`config.mk`:
```
export PLATFORM = sky130hd
export DESIGN_NAME = antialiased_led_span_painter_core_flat
export DESIGN_NICKNAME = d
export VERILOG_FILES = /design/src/sv/alsp_pkg.sv /design/src/sv/alsp_ifs.sv /design/src/sv/alsp_ram.sv /design/src/sv/alsp_place.sv /design/src/sv/antialiased_led_span_painter_core.sv /design/src/flat_wrapper.sv
export SDC_FILE = /design/constraint.sdc
export NUM_CORES = 2
export LEC_CHECK = 0
export BUFFER_PORTS_ARGS = -buffer_cell sky130_fd_sc_hd__buf_2
export CAP_MARGIN = 10
export CORE_MARGIN = 8
export CORE_UTILIZATION = 50
export DETAILED_ROUTE_END_ITERATION = 8
export PLACE_DENSITY = 0.68
export SKIP_CTS_REPAIR_TIMING = 1
export SYNTH_ARGS = -nofsm -noshare
export SYNTH_HDL_FRONTEND = slang
export SYNTH_SLANG_ARGS = --single-unit
```
`constraint.sdc`:
```
create_clock -name clk -period 5.65 [get_ports clk]
set_clock_uncertainty 0.05 [all_clocks]
set_input_delay 1.13 -clock clk [delete_from_list [all_inputs] [get_ports clk]]
set_output_delay 1.13 -clock clk [all_outputs]
set_load 0.01 [all_outputs]
```
`src/sv/alsp_pkg.sv`:
```
// Shared types and constants of the antialiased LED span painter.
package alsp_pkg;

	localparam int KIND_W     = 3;
	localparam int COLOR_W    = 8;
	localparam int POS_W      = 21;
	localparam int PIX_IDX_W  = 6;
	localparam int CFG_IDX_W  = 2;
	localparam int CFG_DATA_W = 7;

	// register indexes of the configuration port
	localparam logic [CFG_IDX_W-1:0] CFG_LED_COUNT = 2'd0;
	localparam logic [CFG_IDX_W-1:0] CFG_RING_MODE = 2'd1;
	localparam logic [CFG_IDX_W-1:0] CFG_ROW_WIDTH = 2'd2;
	localparam logic [CFG_IDX_W-1:0] CFG_ROW_COUNT = 2'd3;

	typedef enum logic [KIND_W-1:0] {
		KIND_CLEAR_ALL = 3'd0,
		KIND_CLEAR_ONE = 3'd1,
		KIND_ADD_INDEX = 3'd2,
		KIND_POINT     = 3'd3,
		KIND_SPAN      = 3'd4,
		KIND_RECT      = 3'd5,
		KIND_PIX2D     = 3'd6,
		KIND_SHOW      = 3'd7
	} kind_t;

	typedef enum logic [3:0] {
		ST_IDLE,
		ST_CLEAR,
		ST_SHOW_RD,
		ST_SHOW_LD,
		ST_SPAN,
		ST_ROW,
		ST_ROWC,
		ST_POINT2,
		ST_PLACE,
		ST_READ,
		ST_WRITE
	} state_t;

	typedef enum logic [1:0] {
		SP_FIRST,
		SP_MID,
		SP_END
	} span_ph_t;

	// status of the index placement unit
	typedef struct packed {
		logic done;
		logic hit;
	} place_st_t;

endpackage

```
`src/sv/alsp_ifs.sv`:
```
// Command and pixel channel interfaces of the span painter.
interface alsp_cmd_if;
	import alsp_pkg::*;
	logic                      valid;
	logic                      ready;
	logic [KIND_W-1:0]         kind;
	logic [COLOR_W-1:0]        in_red;
	logic [COLOR_W-1:0]        in_green;
	logic [COLOR_W-1:0]        in_blue;
	logic signed [POS_W-1:0]   first_pos;
	logic signed [POS_W-1:0]   second_pos;
	logic signed [POS_W-1:0]   third_pos;
	logic signed [POS_W-1:0]   fourth_pos;

	modport source (output valid, kind, in_red, in_green, in_blue,
		first_pos, second_pos, third_pos, fourth_pos, input ready);
	modport sink (input valid, kind, in_red, in_green, in_blue,
		first_pos, second_pos, third_pos, fourth_pos, output ready);
endinterface

interface alsp_pix_if;
	import alsp_pkg::*;
	logic                  valid;
	logic                  ready;
	logic [PIX_IDX_W-1:0]  pixel_index;
	logic [COLOR_W-1:0]    out_red;
	logic [COLOR_W-1:0]    out_green;
	logic [COLOR_W-1:0]    out_blue;
	logic                  last;

	modport source (output valid, pixel_index, out_red, out_green, out_blue, last,
		input ready);
	modport sink (input valid, pixel_index, out_red, out_green, out_blue, last,
		output ready);
endinterface

```
`src/sv/alsp_ram.sv`:
```
// Generic simple dual-port RAM with registered read.
module alsp_ram #(
	parameter int WIDTH = 24,
	parameter int DEPTH = 64
) (
	input  logic                                         clk,
	input  logic                                         we,
	input  logic [((DEPTH > 1) ? $clog2(DEPTH) : 1)-1:0] waddr,
	input  logic [WIDTH-1:0]                             wdata,
	input  logic                                         re,
	input  logic [((DEPTH > 1) ? $clog2(DEPTH) : 1)-1:0] raddr,
	output logic [WIDTH-1:0]                             rdata
);
	logic [WIDTH-1:0] mem [DEPTH];

	// write port
	always_ff @(posedge clk) begin
		if (we) begin
			mem[waddr] <= wdata;
		end
	end

	// registered read port
	always_ff @(posedge clk) begin
		if (re) begin
			rdata <= mem[raddr];
		end
	end
endmodule

```
`src/sv/alsp_place.sv`:
```
// Index placement unit: maps a signed LED index onto a slot by the strip rule.
module alsp_place #(
	parameter int IW = 16,
	parameter int NW = 7,
	parameter int AW = 6
) (
	input  logic                   clk,
	input  logic                   arst_n,
	input  logic                   start,
	input  logic signed [IW-1:0]   idx,
	input  logic [NW-1:0]          n,
	input  logic                   ring,
	output alsp_pkg::place_st_t    st,
	output logic [AW-1:0]          slot
);
	import alsp_pkg::*;

	localparam int CNW = $clog2(IW + 1);

	logic            busy_q;
	logic            done_q;
	logic            hit_q;
	logic            neg_q;
	logic [IW-1:0]   mag_q;
	logic [NW-1:0]   rem_q;
	logic [CNW-1:0]  cnt_q;
	logic [AW-1:0]   slot_q;

	logic [NW:0]     trial;
	logic [NW:0]     trial_sub;
	logic [NW-1:0]   rem_nx;
	logic [NW-1:0]   wrap_diff;
	logic            in_range;

	// one restoring remainder step per cycle, magnitude MSB first
	always_comb begin
		trial     = {rem_q, mag_q[IW-1]};
		trial_sub = (trial >= {1'b0, n}) ? (trial - {1'b0, n}) : trial;
		rem_nx    = trial_sub[NW-1:0];
		wrap_diff = n - rem_nx;
		in_range  = !idx[IW-1] && (idx < $signed(IW'(n)));
	end

	// control: run a remainder pass in ring mode, answer at once otherwise
	always_ff @(posedge clk or negedge arst_n) begin
		if (!arst_n) begin
			busy_q <= 1'b0;
			done_q <= 1'b0;
		end else begin
			done_q <= 1'b0;
			if (start) begin
				busy_q <= ring;
				done_q <= !ring;
			end else if (busy_q && cnt_q == CNW'(1)) begin
				busy_q <= 1'b0;
				done_q <= 1'b1;
			end
		end
	end

	// datapath
	always_ff @(posedge clk) begin
		if (start) begin
			neg_q  <= idx[IW-1];
			mag_q  <= idx[IW-1] ? ((~idx) + IW'(1)) : idx;
			rem_q  <= '0;
			cnt_q  <= CNW'(IW);
			hit_q  <= ring ? 1'b1 : in_range;
			slot_q <= idx[AW-1:0];
		end else if (busy_q) begin
			rem_q <= rem_nx;
			mag_q <= mag_q << 1;
			cnt_q <= cnt_q - CNW'(1);
			if (cnt_q == CNW'(1)) begin
				slot_q <= (neg_q && rem_nx != '0) ? wrap_diff[AW-1:0] : rem_nx[AW-1:0];
			end
		end
	end

	assign st   = '{done: done_q, hit: hit_q};
	assign slot = slot_q;
endmodule

```
`src/sv/antialiased_led_span_painter_core.sv`:
```
// Top level of the antialiased LED span painter.
//
// Commands arrive on the cmd channel (valid/ready); one beat is one command.
// Shown LEDs leave on the pix channel, one beat per LED, last set on LED n-1.
// The configuration port (cfg_we, cfg_index, cfg_data) writes led_count,
// ring_mode, row_width and row_count; write it only while the block is idle.
// The frame buffer lives in one RAM with registered read; each LED update
// places the index, then reads, then does a saturating write back (a zero
// write for clear one), so no two updates overlap. In ring mode the placing
// runs the bit-serial remainder unit over the IW index bits, where IW is the
// index width (15 at eight fraction bits). A span or rect does one update per
// covered LED; clear all writes LEDs 0 to n-1. Show reads and loads each LED
// in turn; a stalled LED holds in the output register and the next read
// waits for it.
// cmd ready is high only between commands; after the last LED of a show is
// loaded the block takes the next command while that beat still waits.
// Reset empties the frame buffer by a clearing pass over all MAX_LEDS slots and
// sets led_count 64, ring_mode 0, row_width 8, row_count 8.
module antialiased_led_span_painter_core #(
	parameter int MAX_LEDS      = 64,
	parameter int POS_FRAC_BITS = 8
) (
	input  logic                            clk,
	input  logic                            arst_n,
	alsp_cmd_if.sink                        cmd,
	alsp_pix_if.source                      pix,
	input  logic                            cfg_we,
	input  logic [alsp_pkg::CFG_IDX_W-1:0]  cfg_index,
	input  logic [alsp_pkg::CFG_DATA_W-1:0] cfg_data
);
	import alsp_pkg::*;

	localparam int F    = POS_FRAC_BITS;
	localparam int ONE  = 1 << F;
	localparam int AW   = (MAX_LEDS > 1) ? $clog2(MAX_LEDS) : 1;
	localparam int NW   = $clog2(MAX_LEDS + 1);
	localparam int IW   = (22 - F > 15) ? (22 - F) : 15;
	localparam int PW   = IW + F;
	localparam int CW   = F + 1;
	localparam int BW   = 14;
	localparam int FBW  = 3 * COLOR_W;

	typedef logic [COLOR_W-1:0] col_t;

	// scale one channel by a coverage, truncating
	function automatic col_t scale8(input col_t c, input logic [CW-1:0] f);
		logic [CW+COLOR_W-1:0] p;
		p = c * f;
		return p[F+COLOR_W-1:F];
	endfunction

	function automatic col_t sat8(input col_t a, input col_t b);
		logic [COLOR_W:0] s;
		s = {1'b0, a} + {1'b0, b};
		return s[COLOR_W] ? '1 : s[COLOR_W-1:0];
	endfunction

	function automatic logic signed [PW-1:0] clamp_pos(input logic signed [PW-1:0] v,
			input logic signed [PW-1:0] hi);
		if (v < 0) return '0;
		else if (v > hi) return hi;
		else return v;
	endfunction

	function automatic logic [CW-1:0] clamp_cov(input logic signed [PW:0] d);
		if (d < 0) return '0;
		else if (d > $signed((PW+1)'(ONE))) return CW'(ONE);
		else return d[CW-1:0];
	endfunction

	// configuration registers
	logic [CFG_DATA_W-1:0] led_count_q;
	logic                  ring_q;
	logic [CFG_DATA_W-1:0] row_width_q;
	logic [CFG_DATA_W-1:0] row_count_q;

	always_ff @(posedge clk or negedge arst_n) begin
		if (!arst_n) begin
			led_count_q <= 7'd64;
			ring_q      <= 1'b0;
			row_width_q <= 7'd8;
			row_count_q <= 7'd8;
		end else if (cfg_we) begin
			unique case (cfg_index)
				CFG_LED_COUNT: led_count_q <= cfg_data;
				CFG_RING_MODE: ring_q      <= cfg_data[0];
				CFG_ROW_WIDTH: row_width_q <= cfg_data;
				CFG_ROW_COUNT: row_count_q <= cfg_data;
				default: ;
			endcase
		end
	end

	// clamped register views
	logic [NW-1:0]         n_eff;
	logic [AW-1:0]         n_last;
	logic [NW-1:0]         n_m1;
	logic [CFG_DATA_W-1:0] w_eff;
	logic [CFG_DATA_W-1:0] h_eff;

	always_comb begin
		if (led_count_q == '0) n_eff = NW'(1);
		else if (led_count_q > MAX_LEDS) n_eff = NW'(MAX_LEDS);
		else n_eff = NW'(led_count_q);
		n_m1   = n_eff - NW'(1);
		n_last = n_m1[AW-1:0];
		if (row_width_q == '0) w_eff = 7'd1;
		else if (row_width_q > 7'd64) w_eff = 7'd64;
		else w_eff = row_width_q;
		if (row_count_q == '0) h_eff = 7'd1;
		else if (row_count_q > 7'd64) h_eff = 7'd64;
		else h_eff = row_count_q;
	end

	// state and working registers
	state_t                 state_q, state_d;
	state_t                 ret_q;
	span_ph_t               sp_q, sp_d;
	kind_t                  kind_q;
	col_t                   col_r_q, col_g_q, col_b_q;
	logic signed [PW-1:0]   pa_q, pb_q, ya_q, yb_q;
	logic signed [PW-1:0]   span_x_q, span_e_q;
	col_t                   span_r_q, span_g_q, span_b_q;
	logic signed [IW-1:0]   k_q, k_d;
	logic                   row_first_q;
	logic                   rlast_q, rlast_d;
	logic [CW-1:0]          row_cov_q, row_cov_d;
	logic [7:0]             rk_q;
	logic [BW-1:0]          base_q;
	logic [AW:0]            cnt_q;
	logic [CW-1:0]          op_cov_q;
	logic                   op_clr_q;
	col_t                   op_r_q, op_g_q, op_b_q;
	col_t                   sc_r_q, sc_g_q, sc_b_q;
	logic                   pix_v_q;
	logic [PIX_IDX_W-1:0]   pix_idx_q;
	col_t                   pix_r_q, pix_g_q, pix_b_q;
	logic                   pix_last_q;
	logic                   init_q;

	// op issue request
	logic                   iss_v;
	logic signed [IW-1:0]   iss_idx;
	logic [CW-1:0]          iss_cov;
	logic                   iss_clr;
	col_t                   iss_r, iss_g, iss_b;
	state_t                 iss_ret;

	// memory port
	logic                   ram_we, ram_re;
	logic [AW-1:0]          ram_waddr, ram_raddr;
	logic [FBW-1:0]         ram_wdata, ram_rdata;

	place_st_t              pl_st;
	logic [AW-1:0]          pl_slot;

	// input decode
	kind_t                  in_kind;
	logic signed [PW-1:0]   p0x, p1x, p2x, p3x, wq, hq;
	logic signed [IW-1:0]   fl0, fl1;
	logic [F-1:0]           fr0;
	logic                   in_grid;
	logic [BW-1:0]          grid_idx;
	logic                   pix_fire;

	always_comb begin
		in_kind  = kind_t'(cmd.kind);
		p0x      = PW'(cmd.first_pos);
		p1x      = PW'(cmd.second_pos);
		p2x      = PW'(cmd.third_pos);
		p3x      = PW'(cmd.fourth_pos);
		wq       = $signed(PW'(w_eff) << F);
		hq       = $signed(PW'(h_eff) << F);
		fl0      = IW'(cmd.first_pos >>> F);
		fl1      = IW'(cmd.second_pos >>> F);
		fr0      = cmd.first_pos[F-1:0];
		in_grid  = !fl0[IW-1] && (fl0 < $signed(IW'(w_eff)))
			&& !fl1[IW-1] && (fl1 < $signed(IW'(h_eff)));
		grid_idx = BW'(fl1[5:0] * w_eff) + BW'(fl0[6:0]);
		pix_fire = pix_v_q && pix.ready;
	end

	// span and row views
	logic signed [IW-1:0]   sx_i, se_i;
	logic [F-1:0]           sx_f, se_f;
	logic [6:0]             y0i, y1i;

	always_comb begin
		sx_i = IW'(span_x_q >>> F);
		se_i = IW'(span_e_q >>> F);
		sx_f = span_x_q[F-1:0];
		se_f = span_e_q[F-1:0];
		y0i  = ya_q[F+6:F];
		y1i  = yb_q[F+6:F];
	end

	// next state, op issue and memory port
	always_comb begin
		state_d   = state_q;
		sp_d      = sp_q;
		k_d       = k_q;
		rlast_d   = rlast_q;
		row_cov_d = row_cov_q;
		iss_v     = 1'b0;
		iss_idx   = '0;
		iss_cov   = CW'(ONE);
		iss_clr   = 1'b0;
		iss_r     = cmd.in_red;
		iss_g     = cmd.in_green;
		iss_b     = cmd.in_blue;
		iss_ret   = ST_IDLE;
		ram_we    = 1'b0;
		ram_waddr = pl_slot;
		ram_wdata = '0;
		ram_re    = 1'b0;
		ram_raddr = pl_slot;
		unique case (state_q)
			ST_IDLE: begin
				if (init_q) begin
					// reset clearing pass over the whole buffer
					ram_we    = 1'b1;
					ram_waddr = cnt_q[AW-1:0];
				end else if (cmd.valid) begin
					unique case (in_kind)
						KIND_CLEAR_ALL: state_d = ST_CLEAR;
						KIND_CLEAR_ONE: begin
							iss_v   = 1'b1;
							iss_idx = fl0;
							iss_clr = 1'b1;
						end
						KIND_ADD_INDEX: begin
							iss_v   = 1'b1;
							iss_idx = fl0;
						end
						KIND_POINT: begin
							iss_v = 1'b1;
							if (fr0 != '0) begin
								iss_idx = fl0 + IW'(1);
								iss_cov = CW'(fr0);
								iss_ret = ST_POINT2;
							end else begin
								iss_idx = fl0;
							end
						end
						KIND_SPAN: state_d = ST_SPAN;
						KIND_RECT: state_d = ST_ROW;
						KIND_PIX2D: begin
							iss_v   = in_grid;
							iss_idx = IW'(grid_idx);
						end
						KIND_SHOW: state_d = ST_SHOW_RD;
						default: ;
					endcase
				end
			end
			ST_POINT2: begin
				iss_v   = 1'b1;
				iss_idx = IW'(pa_q >>> F);
				iss_cov = CW'(ONE) - CW'(pa_q[F-1:0]);
				iss_r   = col_r_q;
				iss_g   = col_g_q;
				iss_b   = col_b_q;
			end
			ST_SPAN: begin
				iss_r   = span_r_q;
				iss_g   = span_g_q;
				iss_b   = span_b_q;
				iss_ret = ST_SPAN;
				unique case (sp_q)
					SP_FIRST: begin
						iss_v   = 1'b1;
						iss_idx = sx_i;
						if (sx_i == se_i) begin
							iss_cov = clamp_cov((PW+1)'(span_e_q) - (PW+1)'(span_x_q));
							sp_d    = SP_END;
						end else begin
							iss_cov = CW'(ONE) - CW'(sx_f);
							k_d     = sx_i + IW'(1);
							sp_d    = SP_MID;
						end
					end
					SP_MID: begin
						iss_v = 1'b1;
						if (k_q < se_i) begin
							iss_idx = k_q;
							k_d     = k_q + IW'(1);
						end else begin
							iss_idx = se_i;
							iss_cov = CW'(se_f);
							sp_d    = SP_END;
						end
					end
					default: begin
						state_d = (kind_q == KIND_RECT) ? ST_ROW : ST_IDLE;
					end
				endcase
			end
			ST_ROW: begin
				if (row_first_q) begin
					state_d = ST_ROWC;
					if (y0i == y1i) begin
						row_cov_d = clamp_cov((PW+1)'(yb_q) - (PW+1)'(ya_q));
						rlast_d   = 1'b1;
					end else begin
						row_cov_d = CW'(ONE) - CW'(ya_q[F-1:0]);
						rlast_d   = 1'b0;
					end
				end else if (rlast_q) begin
					state_d = ST_IDLE;
				end else begin
					state_d = ST_ROWC;
					if ((rk_q + 8'd1) < {1'b0, y1i}) begin
						row_cov_d = CW'(ONE);
					end else begin
						row_cov_d = CW'(yb_q[F-1:0]);
						rlast_d   = 1'b1;
					end
				end
			end
			ST_ROWC: state_d = ST_SPAN;
			ST_PLACE: begin
				if (pl_st.done) begin
					state_d = pl_st.hit ? ST_READ : ret_q;
				end
			end
			ST_READ: begin
				ram_re  = 1'b1;
				state_d = ST_WRITE;
			end
			ST_WRITE: begin
				ram_we = 1'b1;
				if (!op_clr_q) begin
					ram_wdata = {sat8(ram_rdata[3*COLOR_W-1:2*COLOR_W], sc_r_q),
						sat8(ram_rdata[2*COLOR_W-1:COLOR_W], sc_g_q),
						sat8(ram_rdata[COLOR_W-1:0], sc_b_q)};
				end
				state_d = ret_q;
			end
			ST_CLEAR: begin
				ram_we    = 1'b1;
				ram_waddr = cnt_q[AW-1:0];
				if (cnt_q[AW-1:0] == n_last) state_d = ST_IDLE;
			end
			ST_SHOW_RD: begin
				if (!pix_v_q || pix.ready) begin
					ram_re    = 1'b1;
					ram_raddr = cnt_q[AW-1:0];
					state_d   = ST_SHOW_LD;
				end
			end
			ST_SHOW_LD: begin
				state_d = (cnt_q[AW-1:0] == n_last) ? ST_IDLE : ST_SHOW_RD;
			end
			default: state_d = ST_IDLE;
		endcase
		if (iss_v) state_d = ST_PLACE;
	end

	assign cmd.ready = (state_q == ST_IDLE) && !init_q;

	// control registers
	always_ff @(posedge clk or negedge arst_n) begin
		if (!arst_n) begin
			state_q     <= ST_IDLE;
			ret_q       <= ST_IDLE;
			sp_q        <= SP_FIRST;
			row_first_q <= 1'b1;
			rlast_q     <= 1'b0;
			pix_v_q     <= 1'b0;
			init_q      <= 1'b1;
			cnt_q       <= '0;
		end else begin
			state_q <= state_d;
			if (iss_v) ret_q <= iss_ret;
			if (state_q == ST_SHOW_LD) pix_v_q <= 1'b1;
			else if (pix_fire) pix_v_q <= 1'b0;
			unique case (state_q)
				ST_IDLE: begin
					if (init_q) begin
						cnt_q <= cnt_q + (AW+1)'(1);
						if (cnt_q == (AW+1)'(MAX_LEDS - 1)) begin
							init_q <= 1'b0;
							cnt_q  <= '0;
						end
					end else if (cmd.valid) begin
						cnt_q       <= '0;
						sp_q        <= SP_FIRST;
						row_first_q <= 1'b1;
					end
				end
				ST_SPAN: sp_q <= sp_d;
				ST_ROW: rlast_q <= rlast_d;
				ST_ROWC: begin
					sp_q        <= SP_FIRST;
					row_first_q <= 1'b0;
				end
				ST_CLEAR, ST_SHOW_LD: cnt_q <= cnt_q + (AW+1)'(1);
				default: ;
			endcase
		end
	end

	// payload registers
	always_ff @(posedge clk) begin
		if (iss_v) begin
			op_cov_q <= iss_cov;
			op_clr_q <= iss_clr;
			op_r_q   <= iss_r;
			op_g_q   <= iss_g;
			op_b_q   <= iss_b;
		end
		// scaled op colour, settled while the slot is placed
		sc_r_q <= scale8(op_r_q, op_cov_q);
		sc_g_q <= scale8(op_g_q, op_cov_q);
		sc_b_q <= scale8(op_b_q, op_cov_q);
		unique case (state_q)
			ST_IDLE: begin
				if (cmd.valid) begin
					kind_q   <= in_kind;
					col_r_q  <= cmd.in_red;
					col_g_q  <= cmd.in_green;
					col_b_q  <= cmd.in_blue;
					span_x_q <= p0x;
					span_e_q <= p1x;
					span_r_q <= cmd.in_red;
					span_g_q <= cmd.in_green;
					span_b_q <= cmd.in_blue;
					if (in_kind == KIND_RECT) begin
						pa_q <= clamp_pos(p0x, wq);
						pb_q <= clamp_pos(p2x, wq);
					end else begin
						pa_q <= p0x;
						pb_q <= p1x;
					end
					ya_q <= clamp_pos(p1x, hq);
					yb_q <= clamp_pos(p3x, hq);
				end
			end
			ST_SPAN: k_q <= k_d;
			ST_ROW: begin
				row_cov_q <= row_cov_d;
				if (row_first_q) begin
					rk_q   <= {1'b0, y0i};
					base_q <= BW'(y0i * w_eff);
				end else if (!rlast_q) begin
					rk_q   <= rk_q + 8'd1;
					base_q <= base_q + BW'(w_eff);
				end
			end
			ST_ROWC: begin
				span_r_q <= scale8(col_r_q, row_cov_q);
				span_g_q <= scale8(col_g_q, row_cov_q);
				span_b_q <= scale8(col_b_q, row_cov_q);
				span_x_q <= $signed(PW'(base_q) << F) + pa_q;
				span_e_q <= $signed(PW'(base_q) << F) + pb_q;
			end
			ST_SHOW_LD: begin
				pix_idx_q  <= PIX_IDX_W'(cnt_q[AW-1:0]);
				pix_r_q    <= ram_rdata[3*COLOR_W-1:2*COLOR_W];
				pix_g_q    <= ram_rdata[2*COLOR_W-1:COLOR_W];
				pix_b_q    <= ram_rdata[COLOR_W-1:0];
				pix_last_q <= (cnt_q[AW-1:0] == n_last);
			end
			default: ;
		endcase
	end

	assign pix.valid       = pix_v_q;
	assign pix.pixel_index = pix_idx_q;
	assign pix.out_red     = pix_r_q;
	assign pix.out_green   = pix_g_q;
	assign pix.out_blue    = pix_b_q;
	assign pix.last        = pix_last_q;

	alsp_place #(
		.IW(IW),
		.NW(NW),
		.AW(AW)
	) u_place (
		.clk   (clk),
		.arst_n(arst_n),
		.start (iss_v),
		.idx   (iss_idx),
		.n     (n_eff),
		.ring  (ring_q),
		.st    (pl_st),
		.slot  (pl_slot)
	);

	alsp_ram #(
		.WIDTH(FBW),
		.DEPTH(MAX_LEDS)
	) u_fb (
		.clk  (clk),
		.we   (ram_we),
		.waddr(ram_waddr),
		.wdata(ram_wdata),
		.re   (ram_re),
		.raddr(ram_raddr),
		.rdata(ram_rdata)
	);
endmodule
```
`src/flat_wrapper.sv`:
```
// flat-port wrapper written by rule: the top's interface ports become plain ports
module antialiased_led_span_painter_core_flat import alsp_pkg::*;
#(
	parameter int MAX_LEDS      = 64,
	parameter int POS_FRAC_BITS = 8
)
  (clk, arst_n, cfg_we, cfg_index, cfg_data, cmd_valid, cmd_kind, cmd_in_red, cmd_in_green, cmd_in_blue, cmd_first_pos, cmd_second_pos, cmd_third_pos, cmd_fourth_pos, cmd_ready, pix_valid, pix_pixel_index, pix_out_red, pix_out_green, pix_out_blue, pix_last, pix_ready);
  alsp_cmd_if cmd_i ();
  alsp_pix_if pix_i ();
  input  logic clk;
  input  logic arst_n;
  input  logic cfg_we;
  input  logic [alsp_pkg::CFG_IDX_W-1:0] cfg_index;
  input  logic [alsp_pkg::CFG_DATA_W-1:0] cfg_data;
  input wire logic [$bits(cmd_i.valid)-1:0] cmd_valid;
  input wire logic [$bits(cmd_i.kind)-1:0] cmd_kind;
  input wire logic [$bits(cmd_i.in_red)-1:0] cmd_in_red;
  input wire logic [$bits(cmd_i.in_green)-1:0] cmd_in_green;
  input wire logic [$bits(cmd_i.in_blue)-1:0] cmd_in_blue;
  input wire logic [$bits(cmd_i.first_pos)-1:0] cmd_first_pos;
  input wire logic [$bits(cmd_i.second_pos)-1:0] cmd_second_pos;
  input wire logic [$bits(cmd_i.third_pos)-1:0] cmd_third_pos;
  input wire logic [$bits(cmd_i.fourth_pos)-1:0] cmd_fourth_pos;
  output wire logic [$bits(cmd_i.ready)-1:0] cmd_ready;
  output wire logic [$bits(pix_i.valid)-1:0] pix_valid;
  output wire logic [$bits(pix_i.pixel_index)-1:0] pix_pixel_index;
  output wire logic [$bits(pix_i.out_red)-1:0] pix_out_red;
  output wire logic [$bits(pix_i.out_green)-1:0] pix_out_green;
  output wire logic [$bits(pix_i.out_blue)-1:0] pix_out_blue;
  output wire logic [$bits(pix_i.last)-1:0] pix_last;
  input wire logic [$bits(pix_i.ready)-1:0] pix_ready;
  assign cmd_i.valid = cmd_valid;
  assign cmd_i.kind = cmd_kind;
  assign cmd_i.in_red = cmd_in_red;
  assign cmd_i.in_green = cmd_in_green;
  assign cmd_i.in_blue = cmd_in_blue;
  assign cmd_i.first_pos = cmd_first_pos;
  assign cmd_i.second_pos = cmd_second_pos;
  assign cmd_i.third_pos = cmd_third_pos;
  assign cmd_i.fourth_pos = cmd_fourth_pos;
  assign cmd_ready = cmd_i.ready;
  assign pix_valid = pix_i.valid;
  assign pix_pixel_index = pix_i.pixel_index;
  assign pix_out_red = pix_i.out_red;
  assign pix_out_green = pix_i.out_green;
  assign pix_out_blue = pix_i.out_blue;
  assign pix_last = pix_i.last;
  assign pix_i.ready = pix_ready;
  antialiased_led_span_painter_core #(.MAX_LEDS(MAX_LEDS), .POS_FRAC_BITS(POS_FRAC_BITS)) u_core (.clk(clk), .arst_n(arst_n), .cmd(cmd_i), .pix(pix_i), .cfg_we(cfg_we), .cfg_index(cfg_index), .cfg_data(cfg_data));
endmodule
```
==> metrics.md <==
| Metric | Value |
|---|---|
| Syn_area_per_cell | `14.0 µm²` |
| Fin nets | `roughly 8400` |
| Post-Route WL | `approximately 270 mm` |
| Power Density | `around 500 nW/µm²` |
| Final setup vio count | `1` |
| Routed vias | `63000` |
| DRC Markers | `0` |
| Lkg Pwr | `0.0399 µW` |
| Routed Antenna Nets | `0` |
| First-pass detailed-route iteration total | `6` |
| Initial DRC count | `between 6000 and 7000` |
| Routability congestion estimate from global placement | `~0.94` |
| Uppermost layer routed | `met5` |
| Avg WL per Cell | `between 20 and 30 µm` |
| Post-synthesis cell type count | `around 100` |
| Synthesized area | `approximately 100000 µm²` |
| Clk_lat worst skew | `0.86 ns` |
| Failing checks | `negative setup slack` |
| Die Span X | `about 460 µm` |
| Req. time, crit path | `6.32 ns` |
| Final hold viol count | `0` |
| Final period utilization | `100%` |
| Worst vdd ir | `0.483 mV` |
| Clock-pin slew on the worst setup and hold paths | `0.06 ns` |
| DRT met1 WL | `around 110 mm` |
| Final Worst Setup Slack | `-0.0229 ns` |
| Critical Path End Type | `flip-flop` |
| Final Util | `a little under three fifths` |
| Seq cells post-synth | `between 1500 and 2000` |
| Arrival time at the worst endpoint | `6.34 ns` |
| Sequential area share after synthesis | `approximately 58%` |
| Met3 routed WL | `between 20 and 25 mm` |
| DP HPWL | `approximately 180 mm` |
| Critical path class | `reg -> reg` |
| Number of global-route vias before repair | `63300` |
| Initial Util | `a little over 50%` |
| Clock Tree Buf Depth | `3` |
| Fill cell count | `15600` |
| Initial antenna violation count | `15` |
| H-tree depth | `4` |
| Minimum clock period | `5.67 ns` |
| Worst Path Max Fanout | `5` |
| Die H | `465 µm` |
| Global-route wire length before repair | `403 mm` |
| Met2 wire length | `between 100 and 150 mm` |
| Largest net degree at the start of global routing | `105` |
| RSZ-0062 raised after global routing | `true` |
| CTS tree | `done` |
| Number of flops mapped to enable cells by yosys | `approximately 1900` |
| Syn. warnings | `0` |
| Core Area | `200000 µm²` |
| Max cap viols | `0` |
| CTS buffer count | `around 200` |
| Layout cell share with drive strength beyond 1 | `between 10% and 20%` |
| Die ar. | `~220000 µm²` |
| Least-Margin Pin Slew | `1.15 ns` |
| Drt via density | `roughly 6` |
| Grt total ovfl | `0` |
| Pins Over Slew Limit | `0` |
| Ys flop type | `edfxtp_1` |
| I/O Buffers | `between 150 and 200` |
| IO Pins | `about 160` |
| Fraction of registers with async set/reset | `roughly 2.2%` |
| CTS Root Cell | `clkbuf_16` |
| Status | `complete, but fails checks` |
| Post-Syn Instances | `7201` |
| Area grow syn2layout | `12.6%` |
| Setup TNS Final | `-0.0229 ns` |
| Total Routing Usage GR | `about 24%` |
| CTS Sinks | `1953` |
| Startpoint types | `flip-flop` |
| F_max | `roughly 180 MHz` |
| Relative slew slack | `23.2%` |
| Hold Path Class | `in -> async` |
| Row cnt | `164` |
| Pwr Total | `57000 µW` |
## report_power, final
part           leakage, µW  switching (µW)  internal [µW]
combinational       0.0205           14800          10700
sequential          0.0164            1140          17500
clock              0.00310            5690           7210
## area by class of cell
class	instances	area, µm²	share of cell area, %
sequential	1953	58100	51.3
multi-input combinational	4382	39800	35.2
clock buffer	255	5280	4.67
timing repair buffer	485	3590	3.17
tap	2656	3320	2.93
inverter	530	1990	1.76
clock inverter	111	1100	0.976
antenna	8	20.0	0.0177
## worst max-delay path, stage by stage, from the launching register on
cell and delay (ns):
dfstp_2 0.55, nor2b_1 0.14, buf_4 0.18, and2_4 0.16
fa_1 0.41, fa_1 0.50, fa_1 0.56, inv_1 0.06
fa_1 0.49, inv_1 0.06, ha_4 0.28, buf_4 0.12
o2111ai_4 0.13, and4_1 0.18, o21ai_1 0.12, a31oi_1 0.11
nand4b_1 0.24, nor4_2 0.38, nand3b_1 0.19, buf_6 0.16
a211oi_4 0.26, a41o_1 0.21
## metrics by stage
step	cells	hold WS [ns]	setup WS [ns]	instance area (µm²)
after global routing	10400	0.376	-0.191	113000
after global placement	9996	0.394	-0.417	107000
after CTS	10400	0.313	-0.0653	113000
final	10400	0.360	-0.0229	113000
after detailed placement	9996	0.403	-0.474	107000
after floorplan	7212	0.373	-0.00850	101000
## final timing paths
check                                      startpoint                      end  slack [ns]  cells past startpoint
worst max-delay path            u_core.row_width_q[3]     u_core.u_place.hit_q       -0.02                     21
worst min-delay path                           arst_n            u_core.ring_q        0.36                      2
worst max register to register  u_core.row_width_q[3]     u_core.u_place.hit_q       -0.02                     21
worst min register to register  u_core.u_fb.rdata[14]  u_core.pix.out_green[6]        0.40                      0
max in group asynchronous                      arst_n          u_core.ret_q[2]        4.64                      2
min in group clk                u_core.u_fb.rdata[14]  u_core.pix.out_green[6]        0.40                      0
## flip-flops by register name, indices dropped and copies added (netlist names), 9 cells and up
signal,count
u_core.base_q,14
u_core.k_q,15
u_core.op_cov_q,9
u_core.pa_q,21
u_core.pb_q,21
u_core.row_cov_q,9
u_core.span_e_q,23
u_core.span_x_q,23
u_core.u_fb.mem,1536
u_core.u_fb.rdata,24
u_core.u_place.mag_q,15
u_core.ya_q,21
u_core.yb_q,21
## synthesized netlist by cell type (137+ instances only)
library cell | n | area (µm²)
a211oi_1 | 145 | 1090
a21oi_1 | 271 | 1360
and2_1 | 356 | 2230
clkbuf_1 | 252 | 946
edfxtp_1 | 1875 | 56300
fa_1 | 299 | 5990
ha_1 | 440 | 5510
inv_1 | 525 | 1970
mux4_2 | 384 | 8650
nand2_1 | 778 | 2920
nor2_1 | 300 | 1130
o21ai_0 | 193 | 966
xnor2_1 | 137 | 1200
## per-layer routing
metal	track usage, %	vias up
li1	-	27500
met1	33.8	32200
met2	39.5	2783
met3	4.26	491
met4	8.67	8
met5	0	-
## cell usage in the layout (no fill, tap or decap), types with 26 or more instances in the layout
cell type     n
buf_4       297
nor2_2       70
nand2_1     773
nand2b_1     30
dfxtp_1      35
nand4_1      29
buf_2       157
edfxtp_1   1875
nor2b_1      40
a21o_1       62
mux2i_1      42
fa_1        299
a22oi_1      40
xor2_1       76
clkbuf_1     50
o21ai_0     189
a31oi_1      80
o21bai_1     28
clkbuf_16   202
and2_1      354
a211oi_1    143
xnor2_1     137
a21oi_1     241
buf_12       26
nand3_1      82
clkinv_2     32
nor3_1       67
clkinv_1     42
dfrtp_1      37
mux2_2       36
o31ai_1      40
ha_1        435
a21oi_4      26
mux4_2      384
nor2_1      230
o21a_1       48
inv_1       520
a311oi_1     48
## logic make-up after synthesis
group           share of synthesized area (%)
fa+ha+maj                                11.4
compound gates                           7.41
simple gates                             8.64
xor+xnor                                 1.85
buf+inv                                  3.45
mux                                      9.48
flops                                    57.7
other cells                           0.00373
(Power assumes the default switching activity.)
